$ cat config.mk
export PLATFORM = sky130hd
export DESIGN_NAME = multichannel_moving_average_min_max_core
export DESIGN_NICKNAME = d
export VERILOG_FILES = /design/src/design/mcavg_pkg.sv /design/src/design/multichannel_moving_average_min_max_core.sv
export SDC_FILE = /design/constraint.sdc
export NUM_CORES = 1
export LEC_CHECK = 0
export BUFFER_PORTS_ARGS = -buffer_cell sky130_fd_sc_hd__buf_2
export CAP_MARGIN = 20
export CORE_ASPECT_RATIO = 0.5
export CORE_MARGIN = 3
export CORE_UTILIZATION = 45
export CTS_BUF_LIST = sky130_fd_sc_hd__clkbuf_4 sky130_fd_sc_hd__clkbuf_8 sky130_fd_sc_hd__clkbuf_16
export CTS_CLUSTER_SIZE = 40
export DETAILED_ROUTE_END_ITERATION = 8
export SYNTH_ARGS = -nofsm -noshare
export SYNTH_HDL_FRONTEND = slang
export SYNTH_SLANG_ARGS = --single-unit
$ cat constraint.sdc
create_clock -name clk -period 9.4 [get_ports clk]
set_clock_uncertainty 0.1 [all_clocks]
set_input_delay 0.47 -clock clk [delete_from_list [all_inputs] [get_ports clk]]
set_output_delay 0.47 -clock clk [all_outputs]
set_load 0.005 [all_outputs]
$ cat src/design/mcavg_pkg.sv
// ----------------------------------------------------------------------------
// mcavg_pkg
// Shared widths and constants for the multichannel moving average block.
// ----------------------------------------------------------------------------
package mcavg_pkg;

  // Field widths fixed by the sample and result formats.
  localparam int SAMPLE_W   = 10;
  localparam int CHAN_IDX_W = 2;
  localparam int COUNT_W    = 16;

  // Saturation limits and the reset value of the start count register.
  localparam logic [SAMPLE_W-1:0] VALUE_MAX   = 10'd1023;
  localparam logic [COUNT_W-1:0]  COUNT_MAX   = 16'hFFFF;
  localparam logic [COUNT_W-1:0]  START_RESET = 16'd36;

  // Input mode codes.
  localparam logic MODE_SAMPLE      = 1'b0;
  localparam logic MODE_CLEAR_EXTREMES = 1'b1;

endpackage

$ cat src/design/multichannel_moving_average_min_max_core.sv
// ----------------------------------------------------------------------------
// multichannel_moving_average_min_max_core
// Per-channel boxcar moving average of converter samples, with running
// minimum and maximum of the average, kept in two synchronous memories.
// ----------------------------------------------------------------------------
// Usage:
// Input words (mode, channel_index, sample_value) arrive on in_valid/in_ready
// and each produces one output word on out_valid/out_ready carrying the
// channel's average, minimum, maximum and a flag that the sample was stored.
// The first CHANNELS conversions after reset are counted but not stored.
// Mode 1 clears every channel's minimum to 1023 and maximum to 0.
// The start count register is written through cfg_write_en/cfg_write_data;
// the user must write it only while the block is idle, which the block does
// not enforce. It resets to 36. A word passes stage one and then the output
// register, which drives out_valid. One word is accepted every cycle while
// the output is not stalled: the sample ring and the channel state memory are
// read in the cycle of acceptance and written back as the word leaves stage
// one, with fresh state forwarded to a following word for the same channel.
// An output register decouples the two sides; when the receiver stalls, the
// output register holds, stage one takes at most one more word, and in_ready
// is low for as long as both are full and out_ready stays low.
// Reset is synchronous. Per-channel valid bits stand in for the cleared
// memories, so no clearing pass is needed and words are taken at once.
// ----------------------------------------------------------------------------
module multichannel_moving_average_min_max_core #(
  parameter int CHANNELS      = 4,
  parameter int RING_DEPTH    = 8,
  parameter int AVERAGE_SHIFT = 3
) (
  input  logic                              clk,
  input  logic                              rst,
  // Configuration port.
  input  logic                              cfg_write_en,
  input  logic [mcavg_pkg::COUNT_W-1:0]     cfg_write_data,
  // Input channel.
  input  logic                              in_valid,
  output logic                              in_ready,
  input  logic                              mode,
  input  logic [mcavg_pkg::CHAN_IDX_W-1:0]  channel_index,
  input  logic [mcavg_pkg::SAMPLE_W-1:0]    sample_value,
  // Output channel.
  output logic                              out_valid,
  input  logic                              out_ready,
  output logic [mcavg_pkg::SAMPLE_W-1:0]    average_value,
  output logic [mcavg_pkg::SAMPLE_W-1:0]    minimum_value,
  output logic [mcavg_pkg::SAMPLE_W-1:0]    maximum_value,
  output logic                              sample_taken
);
  import mcavg_pkg::*;

  localparam int CH_W       = (CHANNELS > 1) ? $clog2(CHANNELS) : 1;
  localparam int POS_W      = $clog2(RING_DEPTH);
  localparam int RING_WORDS = CHANNELS << POS_W;
  localparam int SUM_W      = SAMPLE_W + POS_W;
  localparam int CHAN_W     = SUM_W + 3 * SAMPLE_W;

  // Channel state word layout: sum, average, minimum, maximum.
  localparam int MAX_LO = 0;
  localparam int MIN_LO = SAMPLE_W;
  localparam int AVG_LO = 2 * SAMPLE_W;
  localparam int SUM_LO = 3 * SAMPLE_W;

  // Memories.
  logic [SAMPLE_W-1:0] ring_mem [RING_WORDS];
  logic [CHAN_W-1:0]   chan_mem [CHANNELS];

  // Per-channel control state.
  logic [POS_W-1:0]    pos [CHANNELS];
  logic [CHANNELS-1:0] wrapped;
  logic [CHANNELS-1:0] chv;
  logic [CHANNELS-1:0] exv;
  logic [COUNT_W-1:0]  conversion_total;
  logic [COUNT_W-1:0]  average_start_count;

  // Stage one registers.
  logic                s1_valid;
  logic [CH_W-1:0]     s1_ch;
  logic [POS_W-1:0]    s1_pos;
  logic [SAMPLE_W-1:0] s1_sample;
  logic                s1_mode;
  logic                s1_in_range;
  logic                s1_taken;
  logic                s1_update;
  logic                s1_old_ok;
  logic                s1_chv;
  logic                s1_exv;
  logic                s1_byp;
  logic [SUM_W-1:0]    byp_sum;
  logic [SAMPLE_W-1:0] byp_avg;
  logic [SAMPLE_W-1:0] byp_min;
  logic [SAMPLE_W-1:0] byp_max;
  logic [SAMPLE_W-1:0] ring_rd_data;
  logic [CHAN_W-1:0]   chan_rd_data;
  logic                out_updated;

  // Combinational signals.
  logic                in_fire;
  logic                in_range;
  logic [CH_W-1:0]     in_ch;
  logic [POS_W-1:0]    in_pos;
  logic                in_taken;
  logic                in_update;
  logic                s1_go;
  logic                s1_fire;
  logic                s1_write;
  logic [SUM_W-1:0]    cur_sum;
  logic [SAMPLE_W-1:0] cur_avg;
  logic [SAMPLE_W-1:0] cur_min;
  logic [SAMPLE_W-1:0] cur_max;
  logic [SAMPLE_W-1:0] old_sample;
  logic [SUM_W-1:0]    new_sum;
  logic [SUM_W-1:0]    avg_raw;
  logic [SAMPLE_W-1:0] new_avg;
  logic [SUM_W-1:0]    sum_next;
  logic [SAMPLE_W-1:0] avg_next;
  logic [SAMPLE_W-1:0] min_next;
  logic [SAMPLE_W-1:0] max_next;

  // Handshake: stage one moves on when the output register is free.
  assign s1_go    = !out_valid || out_ready;
  assign s1_fire  = s1_valid && s1_go;
  assign s1_write = s1_fire && s1_taken;
  assign in_ready = !s1_valid || s1_go;
  assign in_fire  = in_valid && in_ready;

  // Input decode: warm-up and averaging start use the count before this word.
  always_comb begin
    in_range  = 32'(channel_index) < CHANNELS;
    in_ch     = CH_W'(channel_index);
    in_pos    = in_range ? pos[in_ch] : '0;
    in_taken  = (mode == MODE_SAMPLE) && in_range &&
                (conversion_total >= COUNT_W'(CHANNELS));
    in_update = in_taken && (conversion_total >= average_start_count);
  end

  // Memory reads in the cycle of acceptance; they hold while stage one stalls.
  always_ff @(posedge clk) begin
    if (in_fire) begin
      ring_rd_data <= ring_mem[{in_ch, in_pos}];
      chan_rd_data <= chan_mem[in_ch];
    end
  end

  // Write back of the stored sample and the channel state.
  always_ff @(posedge clk) begin
    if (s1_write) begin
      ring_mem[{s1_ch, s1_pos}] <= s1_sample;
      chan_mem[s1_ch]           <= {sum_next, avg_next, min_next, max_next};
    end
  end

  // Current channel state: forwarded from the word ahead, or from memory
  // with never-written and cleared entries read as their reset values.
  always_comb begin
    if (s1_byp) begin
      cur_sum = byp_sum;
      cur_avg = byp_avg;
      cur_min = byp_min;
      cur_max = byp_max;
    end else begin
      cur_sum = s1_chv ? chan_rd_data[SUM_LO +: SUM_W] : '0;
      cur_avg = s1_chv ? chan_rd_data[AVG_LO +: SAMPLE_W] : '0;
      cur_min = s1_exv ? chan_rd_data[MIN_LO +: SAMPLE_W] : VALUE_MAX;
      cur_max = s1_exv ? chan_rd_data[MAX_LO +: SAMPLE_W] : '0;
    end
  end

  // Running sum, saturated average and extremes update.
  always_comb begin
    old_sample = s1_old_ok ? ring_rd_data : '0;
    new_sum    = cur_sum - SUM_W'(old_sample) + SUM_W'(s1_sample);
    avg_raw    = new_sum >> AVERAGE_SHIFT;
    new_avg    = (avg_raw > SUM_W'(VALUE_MAX)) ? VALUE_MAX : avg_raw[SAMPLE_W-1:0];
    sum_next   = s1_taken ? new_sum : cur_sum;
    avg_next   = cur_avg;
    min_next   = cur_min;
    max_next   = cur_max;
    if (s1_update) begin
      avg_next = new_avg;
      min_next = (new_avg < cur_min) ? new_avg : cur_min;
      max_next = (new_avg > cur_max) ? new_avg : cur_max;
    end
  end

  // Stage one register and forwarding capture.
  always_ff @(posedge clk) begin
    if (rst) begin
      s1_valid <= 1'b0;
    end else if (in_ready) begin
      s1_valid <= in_fire;
    end
  end

  always_ff @(posedge clk) begin
    if (in_fire) begin
      s1_ch       <= in_ch;
      s1_pos      <= in_pos;
      s1_sample   <= sample_value;
      s1_mode     <= mode;
      s1_in_range <= in_range;
      s1_taken    <= in_taken;
      s1_update   <= in_update;
      s1_old_ok   <= in_range && wrapped[in_ch];
      s1_chv      <= in_range && chv[in_ch];
      s1_exv      <= in_range && exv[in_ch];
      s1_byp      <= s1_write && (s1_ch == in_ch);
      byp_sum     <= sum_next;
      byp_avg     <= avg_next;
      byp_min     <= min_next;
      byp_max     <= max_next;
    end
  end

  // Control state: ring pointers, valid bits, conversion count, register.
  always_ff @(posedge clk) begin
    if (rst) begin
      for (int c = 0; c < CHANNELS; c++) begin
        pos[c] <= '0;
      end
      wrapped             <= '0;
      chv                 <= '0;
      exv                 <= '0;
      conversion_total    <= '0;
      average_start_count <= START_RESET;
    end else begin
      if (cfg_write_en) begin
        average_start_count <= cfg_write_data;
      end
      if (s1_write) begin
        chv[s1_ch] <= 1'b1;
        exv[s1_ch] <= 1'b1;
      end
      if (in_fire && in_taken) begin
        if (in_pos == POS_W'(RING_DEPTH - 1)) begin
          pos[in_ch]     <= '0;
          wrapped[in_ch] <= 1'b1;
        end else begin
          pos[in_ch] <= in_pos + POS_W'(1);
        end
      end
      if (in_fire && (mode == MODE_SAMPLE) && (conversion_total != COUNT_MAX)) begin
        conversion_total <= conversion_total + COUNT_W'(1);
      end
      // A clear of the extremes overrides a write back at the same edge.
      if (in_fire && (mode == MODE_CLEAR_EXTREMES)) begin
        exv <= '0;
      end
    end
  end

  // Output register.
  always_ff @(posedge clk) begin
    if (rst) begin
      out_valid <= 1'b0;
    end else if (s1_go) begin
      out_valid <= s1_valid;
    end
  end

  always_ff @(posedge clk) begin
    if (s1_fire) begin
      out_updated <= s1_update;
      sample_taken <= s1_taken;
      if (!s1_in_range) begin
        average_value <= '0;
        minimum_value <= '0;
        maximum_value <= '0;
      end else if (s1_mode == MODE_CLEAR_EXTREMES) begin
        average_value <= avg_next;
        minimum_value <= VALUE_MAX;
        maximum_value <= '0;
      end else begin
        average_value <= avg_next;
        minimum_value <= min_next;
        maximum_value <= max_next;
      end
    end
  end

  // The conversion count only ever grows.
  assert property (@(posedge clk) disable iff (rst)
    1'b1 |=> (conversion_total >= $past(conversion_total)))
    else $error("conversion count decreased");

  // An updated average lies between the reported extremes.
  assert property (@(posedge clk) disable iff (rst)
    (out_valid && out_updated) |->
      ((minimum_value <= average_value) && (average_value <= maximum_value)))
    else $error("average outside its minimum and maximum");

  // A clear of the extremes leaves every channel without extremes.
  assert property (@(posedge clk) disable iff (rst)
    (in_fire && (mode == MODE_CLEAR_EXTREMES)) |=> (exv == '0))
    else $error("extremes not cleared");

  // Read data of a stalled word must not be disturbed.
  assert property (@(posedge clk) disable iff (rst)
    (s1_valid && !s1_go) |=> ($stable(ring_rd_data) && $stable(chan_rd_data)))
    else $error("memory read data changed under a stalled word");

endmodule
# == After elaboration in Yosys (flattened, before gate mapping) ==
# Memory sizes are Yosys's and may differ from the RTL's. A register that Yosys moved wholly into a read port is not among the register bits.
# Index checks and enable logic that the tools add are counted.
# op_classes
shift,0
eq_ne,3
magnitude_cmp,9
muxes,42
n_bitwise,5
addsub,4
multipliers,0
div,0
n_reduce_logical,19
# op_table
cell,count
two-way mux 10 bit,13
two-way mux 13 bit,3
two-way mux 1 bit,18
adder 16 x 1 -> 16 bit (second input constant),1
>= comparator 16 bit,1
>= comparator 16 x 3 -> 1 bit (second input constant),1
inequality test 16 bit (second input constant),1
adder 13 x 10 -> 13 bit,1
subtractor 13 x 10 -> 13 bit,1
logical AND 1 bit,12
bitwise OR 4 bit,3
greater-than comparator 10 bit,1
greater-than comparator 10 bit (second input constant),1
less-than comparator 10 bit,1
binary-select mux 1 bit (select 2 bit),3
less-than comparator 2 x 3 -> 1 bit (second input constant),2
two-way mux 3 bit,2
demux 1 bit (select 2 bit),2
>= comparator 2 x 1 -> 1 bit (second input constant),2
adder 3 x 1 -> 3 bit (second input constant),1
equality test 3 bit (second input constant),1
OR reduction 3 bit,1
equality test 2 bit,1
zero test 1 bit,2
other kinds (6),7
# word_totals
latch_bits,0
mem_bits_ro,0
memories,3
in_bits,34
elab_cells,110
ram_bits,504
ff_bits,142
# memory_table
memory,depth,word_bits,rd,rd_ports_with_merged_regs,wr,line_no,rtl
ring_mem,32,10,1,1,1,multichannel_moving_average_min_max_core.sv:64,logic [SAMPLE_W-1:0] ring_mem [RING_WORDS];
chan_mem,4,43,1,1,1,multichannel_moving_average_min_max_core.sv:65,logic [CHAN_W-1:0] chan_mem [CHANNELS];
pos,4,3,1,0,4,multichannel_moving_average_min_max_core.sv:68,logic [POS_W-1:0] pos [CHANNELS];

# == Depth between registers and ports, before layout ==
# Gate-level depths: netlist of run 1.
# depth
ltp_word,11
depth_mapped,24
depth_no_buf,20

# == Least setup slack after synthesis of run 1 ==
# Ideal clock, no wire load.
# synth_timing
path_kind,flip-flop to flip-flop
startpoint,register s1_byp
endpoint,register maximum_value[1] (netlist name) (data pin)
arrival_time_ns,5.214
stages_incl_launch_ff,21
setup_ns,0.255
n_path_buf,4
period_less_slack_ns,5.568
slack_ns,3.832
path_cell_list,edfxtp_1 clkbuf_1 clkbuf_1 buf_1 a22oi_1 fa_1 inv_1 ha_1 a211oi_1 o21bai_1 a2111oi_0 or3_1 xor2_1 inv_1 ha_1 a21o_1 a2111oi_1 nor2_1 buf_2 mux2i_1 and2_1
# synth_between
elab_chain_len,8
word_cells_on_any_way,9
cone_classes,2 x add/sub; 2 x order compare; 5 x mux
# synth_rtl
element,line_no,rtl
"start, declared",multichannel_moving_average_min_max_core.sv:87,logic s1_byp;
"start signal, assigned",multichannel_moving_average_min_max_core.sv:206,s1_byp <= s1_write && (s1_ch == in_ch);
two-way mux 13 bit,multichannel_moving_average_min_max_core.sv:155,if (s1_byp) begin
subtractor 13 x 10 -> 13 bit,multichannel_moving_average_min_max_core.sv:171,new_sum = cur_sum - SUM_W'(old_sample) + SUM_W'(s1_sample);
adder 13 x 10 -> 13 bit,multichannel_moving_average_min_max_core.sv:171,
greater-than comparator 10 bit,multichannel_moving_average_min_max_core.sv:173,new_avg = (avg_raw > SUM_W'(VALUE_MAX)) ? VALUE_MAX : avg_raw[SAMPLE_W-1:0];
two-way mux 10 bit,multichannel_moving_average_min_max_core.sv:173,
greater-than comparator 10 bit,multichannel_moving_average_min_max_core.sv:181,max_next = (new_avg > cur_max) ? new_avg : cur_max;
two-way mux 10 bit,multichannel_moving_average_min_max_core.sv:181,
two-way mux 10 bit *,multichannel_moving_average_min_max_core.sv:178,if (s1_update) begin
net max_next[1],multichannel_moving_average_min_max_core.sv:117,logic [SAMPLE_W-1:0] max_next;
"end signal, assigned",multichannel_moving_average_min_max_core.sv:275,maximum_value <= max_next;
"end, declared",multichannel_moving_average_min_max_core.sv:46,"output logic [mcavg_pkg::SAMPLE_W-1:0] maximum_value,"
# Mark *: on every way through the listed nets, which the timed path passes. The rest lies on a longest branch.
# A chain may end at the register's enable or synchronous reset.

# == Worst setup path in the final report of run 1 ==
# Same ends and word-level chain as after synthesis.

==> results.json, run 1 <==
{
  "worst_hold_path_type": "primary input to register",
  "first_pass_iters": 5,
  "cts_made_buffers": 60,
  "ys_top_cells_by_area": "edfxtp_1, mux2i_1, mux4_2",
  "seq_area_frac_synth": 0.715,
  "cp-start-kind": "register",
  "crit_arrival_ps": 6760,
  "regArea_mm2": 0.0205,
  "synthDistinctLibCells": 70,
  "vias": 15891,
  "vdd_drop_max_v": 0.000123,
  "synth_seq_cells": 699,
  "power.density_mw_per_mm2": 216,
  "rows": 64,
  "drc": 0,
  "grt_remaining_overflow": 0,
  "synthTopCellsByCount": "edfxtp_1, mux2i_1, nand2_1, a21oi_1, nor2_1",
  "relSlewSlack": 0.289,
  "area_growth_pct": 12.1,
  "yosysMostFrequentCell": "edfxtp_1",
  "p_leak_uw": 0.0114,
  "worstPathMaxFanout": 38,
  "drv_slew": 0,
  "totalNegativeSetupSlack_ps": 0,
  "crit_chain": "buf_4 -> nor2b_2 -> buf_4 -> a22oi_1 -> fa_1 -> inv_1 -> ha_1 -> nor2b_1 -> o2111ai_1 -> nand2_1 -> xnor2_1 -> inv_1 -> ha_1 -> a21o_1 -> a21o_1 -> a2111oi_1 -> nor2_1 -> buf_4 -> mux2i_1 -> and2_1",
  "period_needed_ps": 6380,
  "hpwl_um": 38800,
  "synth_flop_cell": "edfxtp_1",
  "grt_pass1_wl_um": 98800,
  "fmax_mhz": 157,
  "wl_per_cell_um": 23.5,
  "cts_resized": 0,
  "portBuffers": 66,
  "grt_util_all_layers": 0.195,
  "clkTransAtPathRegs_ps": 70,
  "ctsHtreeMaxLevel": 2,
  "post-cts-setup-buffers": 0,
  "critPathSlowestCell": "xnor2_1",
  "worst_ep_required_time_ps": 9780,
  "tritoncts": "built",
  "dieArea_mm2": 0.0671,
  "die_y_um": 185,
  "crit_family": "compound AO/OA/AOI/OAI gates",
  "slowest_delay_ps": 600,
  "synthArstFlopShare": 0,
  "drive_gt1_frac": 0.140,
  "drt_iter0_markers": 1332,
  "wl_um": 65700,
  "viasPerCell": 5.68,
  "fillers": 5053,
  "final.period_utilization": 0.679,
  "outcome": "complete, no violations",
  "synth_edf_count": 653,
  "antenna_found_initial": 0,
  "yosysWarnings": 0,
  "multi_input_area_mm2": 0.00757,
  "synth.largest_area_cell": "edfxtp_1",
  "clock-sinks": 699,
  "synth_area_mm2": 0.0287,
  "setup_violations": 0,
  "synth_top_area_frac": 0.683,
  "die_width_um": 363,
  "antenna_left": 0,
  "start_util": 0.462,
  "cts_buffer_depth": 3,
  "insertion_delay_ps": 610,
  "core_mm2": 0.0621,
  "tightest_slew_ps": 1070,
  "dp_slack_ps": 3140,
  "cts-root-buf": "clkbuf_16",
  "avgSynthCellArea_um2": 15.7,
  "end_kind": "register",
  "synth_fp_nets": 1921,
  "hold_buffers": 24,
  "num-nets-final": 2022,
  "finalHoldViolCount": 0,
  "place.gp.congestion": 0.829,
  "grt_max_degree": 93,
  "synth_cells": 1825,
  "grt_pass1_vias": 15688,
  "worst-path-buf-inv": 5,
  "drv_cap": 0,
  "crit_top_cell": "buf_4",
  "setup_ws_ps": 3020,
  "whs_ps": 17.4,
  "critPathKind": "register to register",
  "ios": 67,
  "rsz0062_at_grt": "no"
}
[cells in the final DEF (no fill, tap or decap), drive strengths merged, types with 52 or more instances in the layout]
master,synthesis,layout
a21oi,112,112
inv,68,69
nand3,52,52
nor2,102,102
buf,35,105
mux2i,161,161
ha,52,52
edfxtp,653,653
clkbuf,55,71
nand2,120,120
[area by class of cell]
type | instances | area share
Sequential cell | 699 | 0.638
Clock buffer | 71 | 0.0498
Multi-Input combinational cell | 965 | 0.235
Clock inverter | 38 | 0.00941
Timing Repair Buffer | 129 | 0.0269
Antenna cell | 1 | 0.0000778
Tap cell | 825 | 0.0321
Inverter | 71 | 0.00848
[power breakdown]
group          switching (µW)  internal (µW)  leakage [µW]
Combinational             597            294       0.00403
Clock                    1110           1330      0.000945
Sequential               35.8           3580       0.00638
Total                    1740           5200        0.0114
[logic make-up after synthesis]
group	count (synthesis)	synth area share
flops	699	0.715
buf+inv	161	0.0236
xor+xnor	26	0.00793
fa+ha+maj	62	0.0296
mux	210	0.0934
simple gates	378	0.0635
compound gates	289	0.0672
[through the flow]
step	std cells	instance area (µm²)	utilization	power (µW)
4_1_cts	2798	32200	0.518	7000
3_5_place_dp	2665	30000	0.483	4570
5_1_grt	2798	32200	0.518	7230
2_1_floorplan	1825	28700	-	4250
6_report	2799	32200	0.518	6940
3_3_place_gp	2665	30000	0.483	4550
[routing by layer]
metal / part of all wire / GRT usage
met5: 0 / 0
met2: 0.46 / 0.309
met3: 0.058 / 0.0326
met4: 0.025 / 0.0529
met1: 0.45 / 0.283
[flip-flops by register name, summed over array words and instances (netlist names), 12 cells and up]
signal,cells
ring_mem,320
chan_mem,172
chan_rd_data,43
average_start_count,16
conversion_total,16
byp_sum,13
pos,12
[worst paths after layout]
check / to / slack (ps) / cells after the start / startpoint
min: average_start_count[8]$_SDFFE_PP0P_ / 20 / 3 / cfg_write_data[8]
min reg2reg: exv[2]$_SDFFE_PP0P_ / 360 / 1 / exv[2]$_SDFFE_PP0P_
max reg2reg: maximum_value[1]$_SDFFCE_PP0P_ / 3020 / 20 / s1_byp$_DFFE_PP_
max: maximum_value[1]$_SDFFCE_PP0P_ / 3020 / 20 / s1_byp$_DFFE_PP_
[tightest hold or removal path, delay by kind of cell]
family,cells,cell delay (ps)
buffers and inverters,1,90
muxes,1,60
and+or+nand+nor,1,70
Note: power is estimated with default switching activity, not from simulation.
==> run 2: changes to the inputs <==
==> constraint.sdc (replaced) <==
create_clock -name clk -period 6.6 [get_ports clk]
set_clock_uncertainty 0.1 [all_clocks]
set_input_delay 0.33 -clock clk [delete_from_list [all_inputs] [get_ports clk]]
set_output_delay 0.33 -clock clk [all_outputs]
set_load 0.005 [all_outputs]
==> results.json, run 2 (synthesis gave the netlist of run 1 again) <==
{
  "tightest_slew_ps": 1140,
  "place.gp.congestion": 0.835,
  "rows": 64,
  "fmax_mhz": 169,
  "ios": 67,
  "antenna_left": 0,
  "drc": 0,
  "portBuffers": 66,
  "slowest_delay_ps": 640,
  "wl_per_cell_um": 23.6,
  "top_register": "ring_mem",
  "rsz0062_at_grt": "no",
  "finalHoldViolCount": 0,
  "grt_util_all_layers": 0.198,
  "clock-sinks": 699,
  "cts_resized": 0,
  "p_leak_uw": 0.0114,
  "relSlewSlack": 0.236,
  "critPathKind": "register to register",
  "power.density_mw_per_mm2": 307,
  "tritoncts": "built",
  "place_area_mm2": 0.0301,
  "ctsHtreeMaxLevel": 2,
  "grt_pass1_vias": 15630,
  "drt_iter0_markers": 1449,
  "start_util": 0.462,
  "worstPathMaxFanout": 20,
  "dp.cells": 2672,
  "num-nets-final": 2035,
  "setup_violations": 0,
  "area_growth_pct": 12.5,
  "first_pass_iters": 7,
  "final_common_cell": "edfxtp_1",
  "grt_pass1_wl_um": 99800,
  "vdd_drop_max_v": 0.000184,
  "cts_buffer_depth": 3,
  "critPathSlowestCell": "o21ai_0",
  "vias": 15905,
  "grt_max_degree": 77,
  "core_mm2": 0.0621,
  "totalNegativeSetupSlack_ps": 0,
  "worst_hold_path_type": "primary input to register",
  "outcome": "complete, no violations",
  "cts-root-buf": "clkbuf_16",
  "viasPerCell": 5.65,
  "final.period_utilization": 0.895,
  "regToRegSetupSlack_ps": 700,
  "largest_reg_flops": 320,
  "hpwl_um": 39900,
  "most-common-layout-cells": "edfxtp_1, mux2i_1, nand2_1",
  "worst-path-buf-inv": 4,
  "insertion_delay_ps": 620,
  "die_y_um": 185,
  "wl_um": 66300,
  "fin_cells": 2814,
  "crit_chain": "buf_4 -> buf_4 -> a22oi_1 -> fa_1 -> inv_1 -> ha_1 -> and2_1 -> a32oi_1 -> nand3_1 -> a221o_1 -> xnor2_1 -> inv_2 -> ha_1 -> a21o_1 -> nand2_1 -> and4b_1 -> nand2_1 -> o21ai_0",
  "dieArea_mm2": 0.0671,
  "cts_made_buffers": 60,
  "design_area_mm2": 0.0323,
  "antenna_cells": 0,
  "antenna_found_initial": 1,
  "worst_ep_required_time_ps": 6830,
  "p_total_uw": 9910,
  "fillers": 5101,
  "cp-start-kind": "register",
  "die_width_um": 363,
  "period_needed_ps": 5900,
  "drv_cap": 0,
  "end_kind": "register",
  "drv_slew": 0,
  "clkTransAtPathRegs_ps": 70,
  "reg_top3": "ring_mem (320), chan_mem (172), chan_rd_data (43)",
  "drive_gt1_frac": 0.145,
  "crit_arrival_ps": 6130,
  "grt_remaining_overflow": 0,
  "crit_family": "compound AO/OA/AOI/OAI gates"
}
[run 2: cell types whose count changed in the layout (fill, tap and decap cells not counted), sizes merged]
cell and delta:
dlygate4sd3 +5, clkinvlp +1, buf +7, clkinv -5
inv +1, bufinv -1, clkbuf +8, diode -1
[run 2: worst register-to-register path, stage by stage (launching register included)]
cell	delay (ps)
edfxtp_1	370
buf_4	280
buf_4	300
a22oi_1	160
fa_1	510
inv_1	40
ha_1	370
and2_1	220
a32oi_1	240
nand3_1	130
a221o_1	350
xnor2_1	270
inv_2	80
ha_1	340
a21o_1	170
nand2_1	60
and4b_1	530
nand2_1	480
o21ai_0	640
[run 2: through the flow]
stage                util  hold slack (ps)  worst slack (ps)
finish              0.520             36.0               696
global route        0.520             14.0               259
CTS                 0.520             5.62               711
detailed placement  0.484              356               760
global placement    0.484              343               901
floorplan               -              329              1030
[run 2: timing repair]
action	CTS	global route
endpoints found under the hold margin	29	0
setup buffers	0	0
endpoints found under the setup margin	0	0
hold buffers	29	0
[run 2: path summary, 6_finish.rpt]
| check | from | end | cells after the start |
|---|---|---|---|
| max reg2reg | s1_byp$_DFFE_PP_ | byp_min[5]$_DFFE_PP_ | 18 |
| min | channel_index[0] | s1_ch[0]$_DFFE_PP_ | 1 |
| min reg2reg | exv[2]$_SDFFE_PP0P_ | exv[2]$_SDFFE_PP0P_ | 1 |
| max | s1_byp$_DFFE_PP_ | byp_min[5]$_DFFE_PP_ | 18 |
[run 2: area by class of cell]
| cell class | instances | area (µm²) | area share |
|---|---|---|---|
| clock inverters | 34 | 250 | 0.00774 |
| clock buffers | 78 | 1660 | 0.0514 |
| flip-flops and latches | 699 | 20500 | 0.635 |
| well taps | 825 | 1030 | 0.0319 |
| inverters | 71 | 273 | 0.00844 |
| repair buffers | 142 | 998 | 0.0309 |
| multi-input cells | 965 | 7570 | 0.234 |
[run 2: report_power, final]
group	internal, µW	total, µW	leakage, µW	switching (µW)
registers	5100	5150	0.00638	54.6
logic	428	1280	0.00410	851
clock network	1890	3480	0.000952	1580
total	7420	9910	0.0114	2490
[run 2: layer usage]
metal,vias to the layer above,wire (µm),global-route usage
li1,7294,-,-
met1,8082,30900,0.294
met2,438,30100,0.308
met3,91,3990,0.0332
met4,0,1350,0.0454
met5,-,0,0
==> run 3: changes to the inputs <==
--- a/config.mk
+++ b/config.mk
@@ -13,6 +13,7 @@
 export CTS_BUF_LIST = sky130_fd_sc_hd__clkbuf_4 sky130_fd_sc_hd__clkbuf_8 sky130_fd_sc_hd__clkbuf_16
 export CTS_CLUSTER_SIZE = 40
 export DETAILED_ROUTE_END_ITERATION = 8
+export MAX_ROUTING_LAYER = met4
 export SYNTH_ARGS = -nofsm -noshare
 export SYNTH_HDL_FRONTEND = slang
 export SYNTH_SLANG_ARGS = --single-unit
==> results.json, run 3 (synthesis gave the netlist of run 1 again) <==
{
  "critPathKind": "register to register",
  "end_kind": "register",
  "insertion_delay_ps": 620,
  "antenna_left": 0,
  "dieArea_mm2": 0.0671,
  "drv_cap": 0,
  "dp.cells": 2672,
  "cts-root-buf": "clkbuf_16",
  "worstPathMaxFanout": 20,
  "finalHoldViolCount": 0,
  "switchingPower_uw": 2490,
  "ff2ff_path_depth": 18,
  "use_met1": 0.294,
  "fmax_mhz": 170,
  "setup_violations": 0,
  "cts_resized": 0,
  "power_frac_clock": 0.351,
  "grt_util_all_layers": 0.204,
  "power.density_mw_per_mm2": 307,
  "r2r-end": "byp_min[5]$_DFFE_PP_",
  "drc": 0,
  "top_register": "ring_mem",
  "totalNegativeSetupSlack_ps": 0,
  "rsz0062_at_grt": "no",
  "crit_arrival_ps": 6120,
  "tritoncts": "built",
  "drt_iter0_markers": 1498,
  "sequentialPowerShare": 0.520,
  "worst_hold_path_type": "primary input to register",
  "worst_ep_required_time_ps": 6830,
  "whs_ps": 33.4,
  "hold_buffers": 29,
  "endpoint": "byp_min[5]$_DFFE_PP_",
  "first_pass_iters": 5,
  "vdd_drop_max_v": 0.000183,
  "p_leak_uw": 0.0114,
  "die_y_um": 185,
  "start_util": 0.462,
  "viasPerCell": 5.65,
  "regToRegSetupSlack_ps": 700,
  "grt_remaining_overflow": 0,
  "antenna_cells": 0,
  "p_int_uw": 7420,
  "r2r-start": "s1_byp$_DFFE_PP_",
  "clkTransAtPathRegs_ps": 70,
  "grt_pass1_wl_um": 99900,
  "wl_um": 66300,
  "rows": 64,
  "most-common-layout-cells": "edfxtp_1, mux2i_1, nand2_1",
  "use_met2": 0.308,
  "num-nets-final": 2034,
  "outcome": "complete, no violations",
  "reg_top3": "ring_mem (320), chan_mem (172), chan_rd_data (43)",
  "vias": 15882,
  "relSlewSlack": 0.246,
  "fin_cells": 2813,
  "period_needed_ps": 5900,
  "cts_made_buffers": 60,
  "ctsHtreeMaxLevel": 2,
  "final.period_utilization": 0.893,
  "place.gp.congestion": 0.848,
  "hpwl_um": 39900,
  "cts_buffer_depth": 3,
  "grt_use_met3": 0.0332,
  "drive_gt1_frac": 0.145,
  "core_mm2": 0.0621,
  "power_frac_comb": 0.129,
  "post-cts-setup-buffers": 0,
  "clock-sinks": 699,
  "portBuffers": 66,
  "top_usage_layer": "met2",
  "antenna_found_initial": 1,
  "grt_pass1_vias": 15622,
  "die_width_um": 363,
  "grt_max_degree": 77,
  "ios": 67,
  "final_common_cell": "edfxtp_1",
  "largest_reg_flops": 320,
  "wl_per_cell_um": 23.6,
  "switching_share": 0.251,
  "tightest_slew_ps": 1130,
  "startpoint": "s1_byp$_DFFE_PP_",
  "cp-start-kind": "register",
  "drv_slew": 0,
  "area_growth_pct": 12.5
}
-- run 3: how the worst min path moves through the flow --
stage	startpoint	to	slack [ps]	cells after the start
3_5_place_dp	exv[2]$_SDFFE_PP0P_	exv[2]$_SDFFE_PP0P_	360	1
3_3_place_gp	exv[2]$_SDFFE_PP0P_	exv[2]$_SDFFE_PP0P_	340	1
5_1_grt	channel_index[0]	s1_ch[0]$_DFFE_PP_	10	1
6_report	channel_index[0]	s1_ch[0]$_DFFE_PP_	30	1
2_1_floorplan	channel_index[0]	s1_ch[0]$_DFFE_PP_	330	0
4_1_cts	channel_index[0]	s1_ch[0]$_DFFE_PP_	6	1
-- run 3: layer usage --
metal | up-vias | part of all wire
met5 | - | 0
met4 | 0 | 0.020
met3 | 94 | 0.060
met2 | 429 | 0.45
met1 | 8067 | 0.46
li1 | 7292 | -
-- run 3: through the flow --
stage / setup WS [ps] / utilization / area (µm²) / power, µW
floorplan: 1030 / - / 28700 / 6050
global placement: 901 / 0.484 / 30100 / 6490
detailed placement: 760 / 0.484 / 30100 / 6510
CTS: 711 / 0.520 / 32300 / 9980
global route: 258 / 0.520 / 32300 / 10300
finish: 705 / 0.520 / 32300 / 9910
-- run 3: cell type report --
type                       instances  area (µm²)
fill                            5104       29800
sequential                       699       20500
multi-input combinational        965        7570
clock buffer                      78        1660
tap                              825        1030
timing repair buffer             141         985
inverter                          71         273
clock inverter                    34         250
-- run 3: power groups by stage --
stage	registers (µW)	logic (µW)	clock network [µW]
final	5150	1280	3480
after global placement	5250	1240	0
after detailed placement	5250	1260	0
after global routing	5160	1400	3730
after CTS	5160	1280	3540
after floorplan	5240	813	0
-- run 3: critical path, cell delays in order (launching register included) --
cell and delay (ps):
edfxtp_1 370, buf_4 270, buf_4 290, a22oi_1 160, fa_1 510, inv_1 40, ha_1 370, and2_1 220
a32oi_1 230, nand3_1 130, a221o_1 350, xnor2_1 270, inv_2 80, ha_1 340, a21o_1 170, nand2_1 60
and4b_1 540, nand2_1 470, o21ai_0 640
